[src/design/utu_pkg.sv]
// utu_pkg: shared types and constants of the utf-8 to utf-16 stream unit
// used by utu_decode and utf8_to_utf16_stream_unit; no dependencies

package utu_pkg;

   localparam int unsigned CapWidth   = 12;
   localparam int unsigned CodeWidth  = 21;
   localparam int unsigned UnitWidth  = 16;
   localparam int unsigned MaxResults = 3;

   localparam logic [CapWidth-1:0] CAPACITY_RESET = 12'd96;

   localparam logic [7:0] MASK_TOP2   = 8'hC0;
   localparam logic [7:0] MASK_TOP3   = 8'hE0;
   localparam logic [7:0] MASK_TOP4   = 8'hF0;
   localparam logic [7:0] MASK_TOP5   = 8'hF8;
   localparam logic [7:0] TAG_CONT    = 8'h80;
   localparam logic [7:0] TAG_LEAD2   = 8'hC0;
   localparam logic [7:0] TAG_LEAD3   = 8'hE0;
   localparam logic [7:0] TAG_LEAD4   = 8'hF0;
   localparam logic [7:0] ASCII_LIMIT = 8'h80;

   localparam logic [CodeWidth-1:0] BMP_MAX      = 21'h00FFFF;
   localparam logic [CodeWidth-1:0] SUPPL_OFFSET = 21'h010000;
   localparam logic [UnitWidth-1:0] HIGH_SURR    = 16'hD800;
   localparam logic [UnitWidth-1:0] LOW_SURR     = 16'hDC00;

   // csr register index
   localparam logic REG_CAPACITY = 1'b0;

   typedef struct packed {
      logic [CodeWidth-1:0] partial_code;
      logic [1:0]           bytes_pending;
      logic [CapWidth-1:0]  units_written;
      logic                 output_stopped;
      logic                 string_ended;
   } state_type;

   typedef struct packed {
      logic [UnitWidth-1:0] code_unit;
      logic                 end_of_text;
      logic [CapWidth-1:0]  unit_count;
      logic                 terminator_fits;
   } result_type;

   localparam state_type STATE_RESET = '{
      partial_code:   '0,
      bytes_pending:  2'd0,
      units_written:  '0,
      output_stopped: 1'b0,
      string_ended:   1'b0
   };

endpackage

[src/design/utu_decode.sv]
// utu_decode: one-byte decode step, next sequence state and up to three results
// depends on utu_pkg

module utu_decode (
   input  utu_pkg::state_type                 state_i,
   input  logic [7:0]                         in_byte,
   input  logic                               last_byte,
   input  logic [utu_pkg::CapWidth-1:0]       capacity,
   output utu_pkg::state_type                 state_o,
   output utu_pkg::result_type                results [utu_pkg::MaxResults],
   output logic [1:0]                         num_results
);

   utu_pkg::state_type               st;
   utu_pkg::result_type              res [utu_pkg::MaxResults];
   logic [1:0]                       n;
   logic                             emit;
   logic [utu_pkg::CodeWidth-1:0]    cp;
   logic [utu_pkg::CodeWidth-1:0]    cp_off;
   logic [utu_pkg::CodeWidth-1:0]    pc_shift;

   always_comb begin
      st       = state_i;
      n        = 2'd0;
      emit     = 1'b0;
      cp       = '0;
      cp_off   = '0;
      pc_shift = '0;
      for (int i = 0; i < int'(utu_pkg::MaxResults); i++) begin
         res[i] = '0;
      end

      if (st.string_ended) begin
         st = utu_pkg::STATE_RESET;
      end

      if (in_byte != 8'h00) begin
         if ((in_byte & utu_pkg::MASK_TOP2) == utu_pkg::TAG_CONT) begin
            if (st.bytes_pending != 2'd0) begin
               pc_shift         = {st.partial_code[utu_pkg::CodeWidth-7:0], in_byte[5:0]};
               st.partial_code  = pc_shift;
               st.bytes_pending = st.bytes_pending - 2'd1;
               if (st.bytes_pending == 2'd0) begin
                  emit            = 1'b1;
                  cp              = pc_shift;
                  st.partial_code = '0;
               end
            end
         end else begin
            st.bytes_pending = 2'd0;
            st.partial_code  = '0;
            if (in_byte < utu_pkg::ASCII_LIMIT) begin
               emit = 1'b1;
               cp   = {{(utu_pkg::CodeWidth-8){1'b0}}, in_byte};
            end else if ((in_byte & utu_pkg::MASK_TOP3) == utu_pkg::TAG_LEAD2) begin
               st.partial_code  = {{(utu_pkg::CodeWidth-5){1'b0}}, in_byte[4:0]};
               st.bytes_pending = 2'd1;
            end else if ((in_byte & utu_pkg::MASK_TOP4) == utu_pkg::TAG_LEAD3) begin
               st.partial_code  = {{(utu_pkg::CodeWidth-4){1'b0}}, in_byte[3:0]};
               st.bytes_pending = 2'd2;
            end else if ((in_byte & utu_pkg::MASK_TOP5) == utu_pkg::TAG_LEAD4) begin
               st.partial_code  = {{(utu_pkg::CodeWidth-3){1'b0}}, in_byte[2:0]};
               st.bytes_pending = 2'd3;
            end
         end
      end

      if (emit) begin
         if (st.output_stopped || (st.units_written >= capacity)) begin
            st.output_stopped = 1'b1;
         end else if (cp <= utu_pkg::BMP_MAX) begin
            st.units_written      = st.units_written + 12'd1;
            res[0].code_unit      = cp[utu_pkg::UnitWidth-1:0];
            res[0].unit_count     = st.units_written;
            n                     = 2'd1;
         end else if (({1'b0, st.units_written} + 13'd2) > {1'b0, capacity}) begin
            st.output_stopped = 1'b1;
         end else begin
            cp_off            = cp - utu_pkg::SUPPL_OFFSET;
            st.units_written  = st.units_written + 12'd1;
            res[0].code_unit  = utu_pkg::HIGH_SURR + {5'b0, cp_off[20:10]};
            res[0].unit_count = st.units_written;
            st.units_written  = st.units_written + 12'd1;
            res[1].code_unit  = utu_pkg::LOW_SURR + {6'b0, cp_off[9:0]};
            res[1].unit_count = st.units_written;
            n                 = 2'd2;
         end
      end

      if ((in_byte == 8'h00) || last_byte) begin
         st.partial_code          = '0;
         st.bytes_pending         = 2'd0;
         res[n].code_unit         = '0;
         res[n].end_of_text       = 1'b1;
         res[n].unit_count        = st.units_written;
         res[n].terminator_fits   = (st.units_written < capacity);
         n                        = n + 2'd1;
         st.string_ended          = 1'b1;
      end
   end

   assign state_o     = st;
   assign results     = res;
   assign num_results = n;

endmodule

[src/design/utf8_to_utf16_stream_unit.sv]
// utf8_to_utf16_stream_unit: streaming utf-8 to utf-16 transcoder top level
// depends on utu_pkg and utu_decode
//
//   channel   ports                         direction  transaction
//   req       req_valid/ready, byte, last   in         one utf-8 byte
//   rsp       rsp_valid/ready, unit fields  out        one code unit or end summary
//   csr       apb-style, capacity at 0x0    in         register write/read
//
// a byte is registered, then decoded combinationally into a result buffer of up to three entries
// one byte per cycle while rsp_ready is high and each byte gives at most one result; a byte
// with k results holds the buffer until all k are handed off; a byte passes the s1 register,
// then the buffer; the next byte is taken while the last buffered result is handed off
// synchronous active-high reset clears sequence state, buffers and sets capacity to 96

module utf8_to_utf16_stream_unit (
   input  logic        clock,
   input  logic        reset,
   input  logic        req_valid,
   output logic        req_ready,
   input  logic [7:0]  req_in_byte,
   input  logic        req_last_byte,
   output logic        rsp_valid,
   input  logic        rsp_ready,
   output logic [15:0] rsp_code_unit,
   output logic        rsp_end_of_text,
   output logic [11:0] rsp_unit_count,
   output logic        rsp_terminator_fits,
   input  logic        psel,
   input  logic        penable,
   input  logic        pwrite,
   input  logic [2:0]  paddr,
   input  logic [31:0] pwdata,
   output logic [31:0] prdata,
   output logic        pready
);

   logic [utu_pkg::CapWidth-1:0] capacity_ff;
   utu_pkg::state_type           state_ff;
   utu_pkg::state_type           state_in;

   logic       s1_valid_ff;
   logic [7:0] s1_byte_ff;
   logic       s1_last_ff;

   utu_pkg::result_type buf_ff [utu_pkg::MaxResults];
   utu_pkg::result_type buf_in [utu_pkg::MaxResults];
   logic [1:0]          num_ff;
   logic [1:0]          num_in;
   logic [1:0]          rd_ff;

   logic pop;
   logic buf_free;
   logic load;
   logic csr_write;

   utu_decode u_decode (
      .state_i     (state_ff),
      .in_byte     (s1_byte_ff),
      .last_byte   (s1_last_ff),
      .capacity    (capacity_ff),
      .state_o     (state_in),
      .results     (buf_in),
      .num_results (num_in)
   );

   assign rsp_valid = (rd_ff != num_ff);
   assign pop       = rsp_valid && rsp_ready;
   assign buf_free  = !rsp_valid || (pop && ((rd_ff + 2'd1) == num_ff));
   assign load      = s1_valid_ff && buf_free;
   assign req_ready = !s1_valid_ff || load;

   assign rsp_code_unit       = buf_ff[rd_ff].code_unit;
   assign rsp_end_of_text     = buf_ff[rd_ff].end_of_text;
   assign rsp_unit_count      = buf_ff[rd_ff].unit_count;
   assign rsp_terminator_fits = buf_ff[rd_ff].terminator_fits;

   assign csr_write = psel && penable && pwrite && (paddr[2] == utu_pkg::REG_CAPACITY);
   assign pready    = 1'b1;
   assign prdata    = (paddr[2] == utu_pkg::REG_CAPACITY) ?
                      {{(32-utu_pkg::CapWidth){1'b0}}, capacity_ff} : 32'd0;

   always_ff @(posedge clock) begin
      if (reset) begin
         capacity_ff <= utu_pkg::CAPACITY_RESET;
      end else if (csr_write) begin
         capacity_ff <= pwdata[utu_pkg::CapWidth-1:0];
      end
   end

   always_ff @(posedge clock) begin
      if (reset) begin
         s1_valid_ff <= 1'b0;
      end else if (req_ready) begin
         s1_valid_ff <= req_valid;
      end
      if (req_valid && req_ready) begin
         s1_byte_ff <= req_in_byte;
         s1_last_ff <= req_last_byte;
      end
   end

   always_ff @(posedge clock) begin
      if (reset) begin
         state_ff <= utu_pkg::STATE_RESET;
         num_ff   <= 2'd0;
         rd_ff    <= 2'd0;
      end else if (load) begin
         state_ff <= state_in;
         num_ff   <= num_in;
         rd_ff    <= 2'd0;
      end else if (pop) begin
         rd_ff <= rd_ff + 2'd1;
      end
      if (load) begin
         buf_ff <= buf_in;
      end
   end

endmodule

[config.mk]
export PLATFORM = sky130hd
export DESIGN_NAME = utf8_to_utf16_stream_unit
export DESIGN_NICKNAME = d
export VERILOG_FILES = /design/src/design/utu_pkg.sv /design/src/design/utu_decode.sv /design/src/design/utf8_to_utf16_stream_unit.sv
export SDC_FILE = /design/constraint.sdc
export NUM_CORES = 1
export LEC_CHECK = 0
export BUFFER_PORTS_ARGS = -buffer_cell sky130_fd_sc_hd__buf_4
export CAP_MARGIN = 40
export CORE_MARGIN = 2
export CORE_UTILIZATION = 60
export CTS_BUF_LIST = sky130_fd_sc_hd__clkbuf_4
export CTS_CLUSTER_DIAMETER = 120
export DETAILED_ROUTE_END_ITERATION = 8
export GPL_ROUTABILITY_DRIVEN = 0
export PLACE_DENSITY = 0.83
export REMOVE_ABC_BUFFERS = 1
export SETUP_SLACK_MARGIN = 0.5
export SLEW_MARGIN = 20
export SYNTH_ARGS = -nofsm -noshare
export SYNTH_HDL_FRONTEND = slang
export SYNTH_SLANG_ARGS = --single-unit
[constraint.sdc]
create_clock -name clock -period 6.8 [get_ports clock]
set_clock_uncertainty 0.05 [all_clocks]
set_input_delay 0.68 -clock clock [delete_from_list [all_inputs] [get_ports clock]]
set_output_delay 0.68 -clock clock [all_outputs]
set_load 0.02 [all_outputs]
==> metrics.md, run 1 <==
| Metric | Value |
|---|---|
| Status | `finished, final reports clean` |
| Top post-synthesis cells by count | `114 x nor2_1, 87 x nand2_1, 78 x edfxtp_1, 59 x a21oi_1, 48 x dfxtp_1` |
| Worst vdd ir | `approximately 0.00013 V` |
| Share of layout cells above drive strength 1 | `0.161` |
| Area of the multi-input gates | `around 0.0044 mm²` |
| Syn avg cell area | `8.90 µm²` |
| Setup TNS | `0 ns` |
| Leading area contributor after synthesis | `edfxtp_1` |
| Synth Flop Type | `edfxtp_1` |
| Register bit count reported by yosys | `126` |
| Count of cell types in the netlist | `slightly below 90` |
| Flip-flop and latch area | `0.00330 mm²` |
| Critical Path Sink Type | `register` |
| WP data arrival | `6.38 ns` |
| Vias in the first global route | `6262` |
| YS warnings | `0` |
| Routed vias | `7064` |
| Final setup fails | `0` |
| Top post-synthesis cells by area | `edfxtp_1 28%, dfxtp_1 12%, ha_1 6.5%` |
| Largest net degree at the start of global routing | `72` |
| Most frequent CP cell | `a21o_1` |
| P&R area growth vs syn | `9.86%` |
| Delay of the slowest cell on the worst path | `0.57 ns` |
| Post-synth top area share | `0.283` |
| GR Util All Layers | `0.272` |
| Drt wl/cell | `approximately 17 µm` |
| Fin. max-slew vios | `0` |
| DPL Wire Length | `14100 µm` |
| Worst-margin pin slew | `0.819 ns` |
| CP Launch Type | `register` |
| Initial core utilization | `0.620` |
| CTS sink cnt | `~130` |
| Fillers | `1063` |
| Drt first pass iters | `6` |
| Hold Crit Depth | `1` |
| Sequential area share after synthesis | `0.399` |
| DRT iter0 DRCs | `~1.0k` |
| Final setup margin | `0.776 ns` |
| Layout net count | `~1.1k` |
| Pwr Density | `243 mW/mm²` |
| Clock-pin slew of the registers on the worst-case setup and hold paths | `around 0.10 ns` |
| Final hold violation count | `0` |
| Clock tree buffer depth | `2` |
| Number of enable flip-flop cells after synthesis | `just under 80` |
| Cells after Synth | `929` |
| CTS root buffer | `clkbuf_4` |
| Reg2Reg Depth | `25` |
| Core area | `around 0.013 mm²` |
| Number of I/O pins | `~120` |
| Buffers on Ports | `72` |
| FFs w/ async S/R, synth | `0` |
| Cts hold-fix bufs | `0` |
| First-pass GRT wire length | `31600 µm` |
| Max-Cap Viols | `0` |
| Place WS | `0.656 ns` |
| Gr ovfl total | `0` |
| Top-count cell post-synth | `nor2_1` |
| Clk_lat worst skew | `0.57 ns` |
| RSZ-0062 raised after global routing | `false` |
| Die width | `around 120 µm` |
| Initial antenna violation count | `1` |
| Remaining antenna violation count | `0` |
| H-tree depth | `4` |
| Leakage | `0.00355 µW` |
| Minimum clock period | `6.02 ns` |
| Row cnt | `42` |
| CP max FO | `11` |
| Slowest stage cell, crit path | `or4bb_1` |
| Vias per cell | `6.08` |
| WL final | `roughly 20000 µm` |
| CTS buffer count | `17` |
| CTS tree | `built` |
| Residual DRC count | `0` |
| Slew margin rel. | `0.453` |
| Die area | `between 0.01 and 0.015 mm²` |
| Critical Path RT | `about 7.2 ns` |
| Worst Hold Class | `input pin to register` |
| Final period util | `0.886` |
| CP Class | `register to register` |
| F_max | `0.166 GHz` |
| Die H | `121 µm` |
| Cell Area, Synth | `0.00827 mm²` |
[report_power, final]
group | leakage [µW] | total (µW) | internal [µW] | switching, µW
sequential | 0.00114 | 938 | 888 | 49.7
clock | 0.000156 | 508 | 239 | 269
combinational | 0.00226 | 759 | 281 | 478
total | 0.00355 | 2200 | 1410 | 797
[stage by stage]
stage / power [µW] / cells / utilization / hold slack (ns) / area (µm²)
2_1_floorplan: 1430 / 863 / - / 0.380 / 7880
3_3_place_gp: 1660 / 1124 / 0.654 / 0.392 / 8730
3_5_place_dp: 1680 / 1125 / 0.655 / 0.398 / 8740
4_1_cts: 2180 / 1157 / 0.675 / 0.216 / 9010
5_1_grt: 2310 / 1161 / 0.681 / 0.212 / 9090
6_report: 2200 / 1161 / 0.681 / 0.241 / 9090
[kinds of logic after synthesis]
| logic type | share of synthesized area |
|---|---|
| simple gates | 0.216 |
| fa+ha+maj | 0.0651 |
| mux | 0.0333 |
| compound gates | 0.174 |
| buf+inv | 0.0762 |
| other cells | 0.000908 |
| xor+xnor | 0.0349 |
| flops | 0.399 |
[path summary, 6_finish.rpt]
path                  startpoint              to  slack (ns)
setup reg to reg     state_ff[0]      buf_ff[30]        0.78
hold / removal    req_in_byte[4]   s1_byte_ff[4]        0.24
setup / recovery     state_ff[0]      buf_ff[30]        0.78
hold reg to reg   capacity_ff[2]  capacity_ff[2]        0.41
[state kept, by name, summed over array words and instances (netlist names)]
signal and flops:
s1_byte_ff 8, buf_ff 69, capacity_ff 12, rd_ff 2, s1_last_ff 1, num_ff 2, s1_valid_ff 1, state_ff 31
[critical path, delay by kind of cell (launching register included)]
family,cells,cell delay (ns)
AO/OA/AOI/OAI,11,2.33
XOR/XNOR,1,0.24
AND/OR/NAND/NOR,7,1.52
adder cells (fa/ha/maj),3,0.91
buffers and inverters,3,0.39
flip-flops,1,0.45
[layout by cell type (no fill, tap or decap), types with 12 or more instances in the layout]
cell      Yosys  routed
clkbuf_4      0      23
inv_1        42      40
nand3_1      32      32
nor2b_1      14      14
nand4_1      12      12
nand2_1      87      87
conb_1        2      21
a31oi_1      16      16
xnor2_1      24      23
a21oi_1      59      59
and3_1       17      17
nor3_1       12      12
mux2i_1      25      25
ha_1         43      42
o21ai_0      47      47
edfxtp_1     78      78
buf_4        25      87
dfxtp_1      48      47
nor2_1      114     114
nand2b_1     15      15
[routing by layer]
| metal | GRT usage | share of wire |
|---|---|---|
| met5 | 0 | 0 |
| met4 | 0.101 | 0.021 |
| met3 | 0.0555 | 0.11 |
| met2 | 0.392 | 0.43 |
| met1 | 0.403 | 0.44 |
[final cells by class]
| class | instances | share of cell area |
|---|---|---|
| multi-input cells | 693 | 0.488 |
| flip-flops and latches | 126 | 0.364 |
| repair buffers | 89 | 0.0761 |
| well taps | 176 | 0.0242 |
| clock buffers | 23 | 0.0190 |
| inverters | 44 | 0.0182 |
| clock inverters | 9 | 0.0107 |
| diodes | 1 | 0.000275 |
[timing repair]
item / 4_1_cts / 5_1_grt
setup buffers: 0 / 1
resized for setup: 0 / 9
setup endpoints to repair: 0 / 3
Note: power is estimated with default switching activity, not from simulation.
==> run 2, diff against run 1 <==
--- a/config.mk
+++ b/config.mk
@@ -5,15 +5,15 @@
 export SDC_FILE = /design/constraint.sdc
 export NUM_CORES = 1
 export LEC_CHECK = 0
-export BUFFER_PORTS_ARGS = -buffer_cell sky130_fd_sc_hd__buf_4
 export CAP_MARGIN = 40
 export CORE_MARGIN = 2
 export CORE_UTILIZATION = 60
 export CTS_BUF_LIST = sky130_fd_sc_hd__clkbuf_4
 export CTS_CLUSTER_DIAMETER = 120
 export DETAILED_ROUTE_END_ITERATION = 8
+export DONT_BUFFER_PORTS = 1
 export GPL_ROUTABILITY_DRIVEN = 0
-export PLACE_DENSITY = 0.83
+export PLACE_DENSITY = 0.76
 export REMOVE_ABC_BUFFERS = 1
 export SETUP_SLACK_MARGIN = 0.5
 export SLEW_MARGIN = 20
==> run 2 against run 1 <==
Net effect: global-route usage up 0.76 points; non-clock buffer count down 73; via count down 2.6%; flip-flop and latch count unchanged; fmax up 1.1%; largest cell class unchanged; largest power group unchanged.
==> metrics.md, run 2 (synthesized netlist as in run 1, its figures left out) <==
| Metric | Value |
|---|---|
| Clock tree buffer depth | `2` |
| RSZ-0062 raised after global routing | `false` |
| Leakage | `0.00319 µW` |
| Hold Crit Depth | `1` |
| N_diodes | `0` |
| Largest net degree at the start of global routing | `68` |
| Worst-margin pin slew | `0.834 ns` |
| Status | `finished, final reports clean` |
| CP bufs+invs | `4` |
| Clk_lat worst skew | `0.58 ns` |
| Clock-pin slew of the registers on the worst-case setup and hold paths | `between 0.1 and 0.15 ns` |
| Number of I/O pins | `116` |
| Worst Hold Class | `input pin to register` |
| DPL Wire Length | `between 10000 and 15000 µm` |
| Buffers on Ports | `0` |
| GR Util All Layers | `0.279` |
| Delay of the slowest cell on the worst path | `0.60 ns` |
| CTS buffer count | `17` |
| CP Class | `register to register` |
| Share of layout cells above drive strength 1 | `0.0878` |
| Fin. max-slew vios | `0` |
| Max reg flops | `69` |
| DRT iter0 DRCs | `806` |
| Hold path endpoint | `capacity_ff[1]` |
| F_max | `0.168 GHz` |
| CTS tree | `built` |
| CP Launch Type | `register` |
| Vias in the first global route | `6198` |
| Worst vdd ir | `between 0.0001 and 0.00015 V` |
| Residual DRC count | `0` |
| Initial core utilization | `0.620` |
| Vias per cell | `6.33` |
| Slew margin rel. | `0.444` |
| Row cnt | `42` |
| Gr ovfl total | `0` |
| Commonest non-fill, non-tap cell in the layout | `nor2_1` |
| CP delay by family, top | `simple AND/OR/NAND/NOR gates` |
| Initial antenna violation count | `0` |
| Most frequent cells in the layout | `114 x nor2_1, 87 x nand2_1, 78 x edfxtp_1, 59 x a21oi_1, 48 x dfxtp_1` |
| First-pass GRT wire length | `approximately 32000 µm` |
| Worst hold start | `reset` |
| Most frequent CP cell | `ha_1` |
| Regs by FF count | `buf_ff x69, state_ff x31, capacity_ff x12` |
| CTS sink cnt | `126` |
| WL final | `19700 µm` |
| Setup TNS | `0 ns` |
| Largest Register | `buf_ff` |
| CP Cell Sequence | `nand2b_1 -> inv_1 -> ha_1 -> and4b_2 -> nand3_1 -> xnor2_1 -> ha_1 -> nand4_1 -> o41a_1 -> o211ai_1 -> o211a_4 -> buf_4 -> nand2_1 -> or3_1 -> nand3_1 -> inv_1 -> ha_1 -> nand2_1 -> or3_1 -> nor2_1 -> o21ai_0 -> o211ai_1 -> buf_4 -> nor2_1` |
| Design Power | `between 2000 and 2500 µW` |
| Drt first pass iters | `6` |
| WP data arrival | `6.22 ns` |
| P&R area growth vs syn | `3.25%` |
| Die width | `121 µm` |
| Reg2Reg Depth | `24` |
| Core area | `0.0133 mm²` |
| Max-Cap Viols | `0` |
| CTS root buffer | `clkbuf_4` |
| Minimum clock period | `just under 6 ns` |
| Critical Path Sink Type | `register` |
| Pwr Density | `approximately 250 mW/mm²` |
| Final core utilization | `0.640` |
| H-tree depth | `4` |
| Worst R2R Start | `state_ff[4]` |
| Critical Path RT | `7.06 ns` |
| Final period util | `0.877` |
| Die H | `between 100 and 150 µm` |
| Routed vias | `6881` |
| Layout net count | `992` |
| Flop2flop setup slack | `between 0.8 and 0.9 ns` |
| Remaining antenna violation count | `0` |
| Crit Reg-Reg Endpoint | `buf_ff[0]` |
| Drt wl/cell | `approximately 18 µm` |
| Slowest stage cell, crit path | `dfxtp_1` |
| Final setup fails | `0` |
| Final hold violation count | `0` |
| CP max FO | `13` |
| Die area | `0.0147 mm²` |
## run 2: cell count changes in the layout (fill, tap and decap cells not counted), sizes merged
cell,before,now
clkinvlp,1,3
clkinv,4,8
diode,1,0
buf,89,16
clkbuf,23,17
## run 2: area by class of cell
class                      instances  area (µm²)
inverter                          44         165
multi-input combinational        693        4430
tap                              176         220
timing repair buffer              16         151
clock inverter                    15         146
clock buffer                      17         128
fill                            1130        4810
sequential                       126        3300
## run 2: per-stage QoR
stage	instances	area (µm²)	setup WS (ns)	hold slack, ns
final	1087	8540	0.840	0.108
after global routing	1087	8540	0.543	0.0588
after CTS	1084	8480	0.520	0.0813
after detailed placement	1052	8200	0.510	0.390
after global placement	1050	8180	0.579	0.386
after floorplan	863	7880	1.10	0.380
## run 2: repair_timing
action,4_1_cts,5_1_grt
pin swaps,0,1
hold buffers,0,0
buffers inserted,0,1
gates resized for setup,1,6
endpoints found under the setup margin,3,3
## run 2: how the worst max path moves through the flow
| stage | startpoint | to | slack, ns | depth (start not counted) |
|---|---|---|---|---|
| floorplan | state_ff[0] | buf_ff[0] | 1.10 | 23 |
| global placement | state_ff[0] | buf_ff[0] | 0.58 | 23 |
| global route | state_ff[0] | buf_ff[0] | 0.54 | 25 |
| CTS | state_ff[0] | buf_ff[0] | 0.52 | 23 |
| finish | state_ff[4] | buf_ff[0] | 0.84 | 24 |
| detailed placement | state_ff[0] | buf_ff[0] | 0.51 | 23 |
## run 2: per-layer routing
metal  track usage  vias to the layer above  part of all wire
li1              -                     3221                 -
met1         0.413                     3268              0.45
met2         0.405                      366              0.44
met3        0.0639                       26             0.099
met4        0.0905                        0             0.012
met5             0                        -                 0
## run 2: power by group
group	internal, µW	total [µW]	switching (µW)
Sequential	889	929	40.6
Combinational	221	698	476
Clock	215	510	295
Total	1330	2140	812
==> run 3, diff against run 2 <==
--- a/config.mk
+++ b/config.mk
@@ -7,16 +7,16 @@
 export LEC_CHECK = 0
 export CAP_MARGIN = 40
 export CORE_MARGIN = 2
-export CORE_UTILIZATION = 60
+export CORE_UTILIZATION = 42
 export CTS_BUF_LIST = sky130_fd_sc_hd__clkbuf_4
 export CTS_CLUSTER_DIAMETER = 120
 export DETAILED_ROUTE_END_ITERATION = 8
 export DONT_BUFFER_PORTS = 1
 export GPL_ROUTABILITY_DRIVEN = 0
-export PLACE_DENSITY = 0.76
 export REMOVE_ABC_BUFFERS = 1
 export SETUP_SLACK_MARGIN = 0.5
 export SLEW_MARGIN = 20
 export SYNTH_ARGS = -nofsm -noshare
 export SYNTH_HDL_FRONTEND = slang
+export SYNTH_HIERARCHICAL = 1
 export SYNTH_SLANG_ARGS = --single-unit
==> run 3 against run 2 <==
Net effect: flip-flop and latch count up 21; count of clock-buffer cells in the layout unchanged; combinational power down 44%; total power down 5.4%; highest routed layer unchanged; global-route usage down 8.8 points; critical endpoint is now buf_ff[30]; first-iteration DRC count down 23%; largest power group unchanged; cell area up 16%; via count up 5.1%; critical path depth down 1; critical path type unchanged; fmax up 1.1%; worst setup slack better by 0.063 ns; register-to-register slack better by 0.06 ns.
==> metrics.md, run 3 <==
| Metric | Value |
|---|---|
| Slowest stage cell, crit path | `dfxtp_1` |
| PostCTS Resize Cnt | `0` |
| Final period util | `0.867` |
| Initial core utilization | `0.426` |
| Inst Count DP | `1274` |
| Buffers on Ports | `0` |
| CP delay by family, top | `simple AND/OR/NAND/NOR gates` |
| Clk pwr share | `0.284` |
| WL final | `22800 µm` |
| Cts hold-fix bufs | `0` |
| Most frequent CP cell | `a21o_1` |
| DRT iter0 DRCs | `~620` |
| Critical Path Sink Type | `register` |
| Leakage | `about 0.0035 µW` |
| Worst vdd ir | `0.000111 V` |
| Top Metal Used | `met4` |
| CTS buffer count | `17` |
| YS warnings | `6` |
| Remaining antenna violation count | `0` |
| Share of layout cells above drive strength 1 | `0.0901` |
| Worst-margin pin slew | `0.818 ns` |
| Setup bufs post-CTS | `0` |
| Die H | `155 µm` |
| Critical Path RT | `~7.2 ns` |
| Flip-flop and latch area | `between 0.003 and 0.004 mm²` |
| Final core utilization | `0.442` |
| DPL Wire Length | `16200 µm` |
| Delay of the slowest cell on the worst path | `0.59 ns` |
| Fillers | `2187` |
| Worst Hold Slack | `0.138 ns` |
| Die area | `0.0240 mm²` |
| CTS sink cnt | `147` |
| Core area | `0.0225 mm²` |
| Final setup margin | `0.903 ns` |
| CTS tree | `built` |
| Routed length on met1 | `around 11000 µm` |
| Area of the multi-input gates | `slightly above 0.005 mm²` |
| P&R area growth vs syn | `3.76%` |
| Switch share | `0.348` |
| Cells after Synth | `between 1k and 1.5k` |
| Syn avg cell area | `9.20 µm²` |
| CP max FO | `26` |
| Drt wl/cell | `between 15 and 20 µm` |
| Gr ovfl total | `0` |
| WP data arrival | `~6.3 ns` |
| Regs by FF count | `buf_ff x90, state_ff x31, capacity_ff x12` |
| Row cnt | `55` |
| Max-Cap Viols | `0` |
| Setup TNS | `0 ns` |
| CP bufs+invs | `1` |
| Commonest non-fill, non-tap cell in the layout | `nand2_1` |
| CP Class | `register to register` |
| Sequential power share | `0.521` |
| Slew margin rel. | `0.455` |
| Final hold violation count | `0` |
| Initial antenna violation count | `1` |
| Die width | `155 µm` |
| Drt first pass iters | `5` |
| Largest net degree at the start of global routing | `81` |
| Minimum clock period | `just under 6 ns` |
| Most frequent cells in the layout | `111 x nand2_1, 99 x edfxtp_1, 72 x nor2_1, 71 x nand2b_1, 63 x mux2i_1` |
| CP Launch Type | `register` |
| Residual DRC count | `0` |
| F_max | `approximately 0.17 GHz` |
| Max reg flops | `90` |
| Comb power frac | `0.195` |
| Status | `finished, final reports clean` |
| Pint | `between 1000 and 1500 µW` |
| RSZ-0062 raised after global routing | `false` |
| Final setup fails | `0` |
| First-pass GRT wire length | `~36000 µm` |
| Sw power | `around 700 µW` |
| Met3 routed WL | `1360 µm` |
| Cell Area, Synth | `0.00958 mm²` |
| Clk_lat worst skew | `approximately 0.57 ns` |
| Vias in the first global route | `6491` |
| Pwr Density | `between 200 and 250 mW/mm²` |
| Place WS | `0.564 ns` |
| Worst Hold Class | `input pin to register` |
| GR Util All Layers | `0.192` |
| Routed vias | `7232` |
| Vias per cell | `5.53` |
| CTS root buffer | `clkbuf_4` |
| Clock tree buffer depth | `2` |
| Layout net count | `roughly 1.1k` |
| Clock-pin slew of the registers on the worst-case setup and hold paths | `~0.17 ns` |
| Fin. max-slew vios | `0` |
| Largest Register | `buf_ff` |
| Fin cells | `1307` |
| Number of I/O pins | `roughly 120` |
| CP Cell Sequence | `buf_4 -> nor2b_1 -> and3_1 -> and3_1 -> xnor2_1 -> nor2_1 -> ha_1 -> nand4_1 -> or3_1 -> a32o_1 -> nor2_2 -> o21ai_2 -> nand2_1 -> nand2_1 -> ha_1 -> a21o_1 -> a21o_1 -> a21o_1 -> a21o_1 -> a21oi_1 -> a2bb2oi_1 -> nand3_1 -> nor2_1` |
| H-tree depth | `4` |
| Routed length on met2 | `9920 µm` |
## run 3: final cells by class
class	instances	area share
diodes	1	0.000252
multi-input cells	786	0.508
flip-flops and latches	147	0.396
well taps	285	0.0359
inverters	40	0.0151
clock inverters	15	0.0184
clock buffers	17	0.0128
repair buffers	16	0.0141
## run 3: per-stage QoR
step	area (µm²)	power, µW
after global routing	9940	2130
after CTS	9920	2040
final	9940	2020
after floorplan	9100	1360
after detailed placement	9610	1460
after global placement	9570	1460
## run 3: worst paths after layout
check	start	endpoint	slack, ns	cells past startpoint
max reg2reg	state_ff[0]	buf_ff[30]	0.90	23
min reg2reg	capacity_ff[1]	capacity_ff[1]	0.43	2
max	state_ff[0]	buf_ff[30]	0.90	23
min	reset	s1_valid_ff	0.14	1
## run 3: per-layer routing
layer,GRT usage,vias to the layer above
met5,0,-
met4,0.0525,0
met3,0.0365,16
met2,0.284,225
met1,0.286,3425
li1,-,3566
## run 3: power groups by stage
stage	sequential (µW)	clock [µW]	combinational [µW]
2_1_floorplan	1080	0	285
3_3_place_gp	1070	0	383
3_5_place_dp	1070	0	389
4_1_cts	1050	594	391
5_1_grt	1060	637	430
6_report	1050	575	393
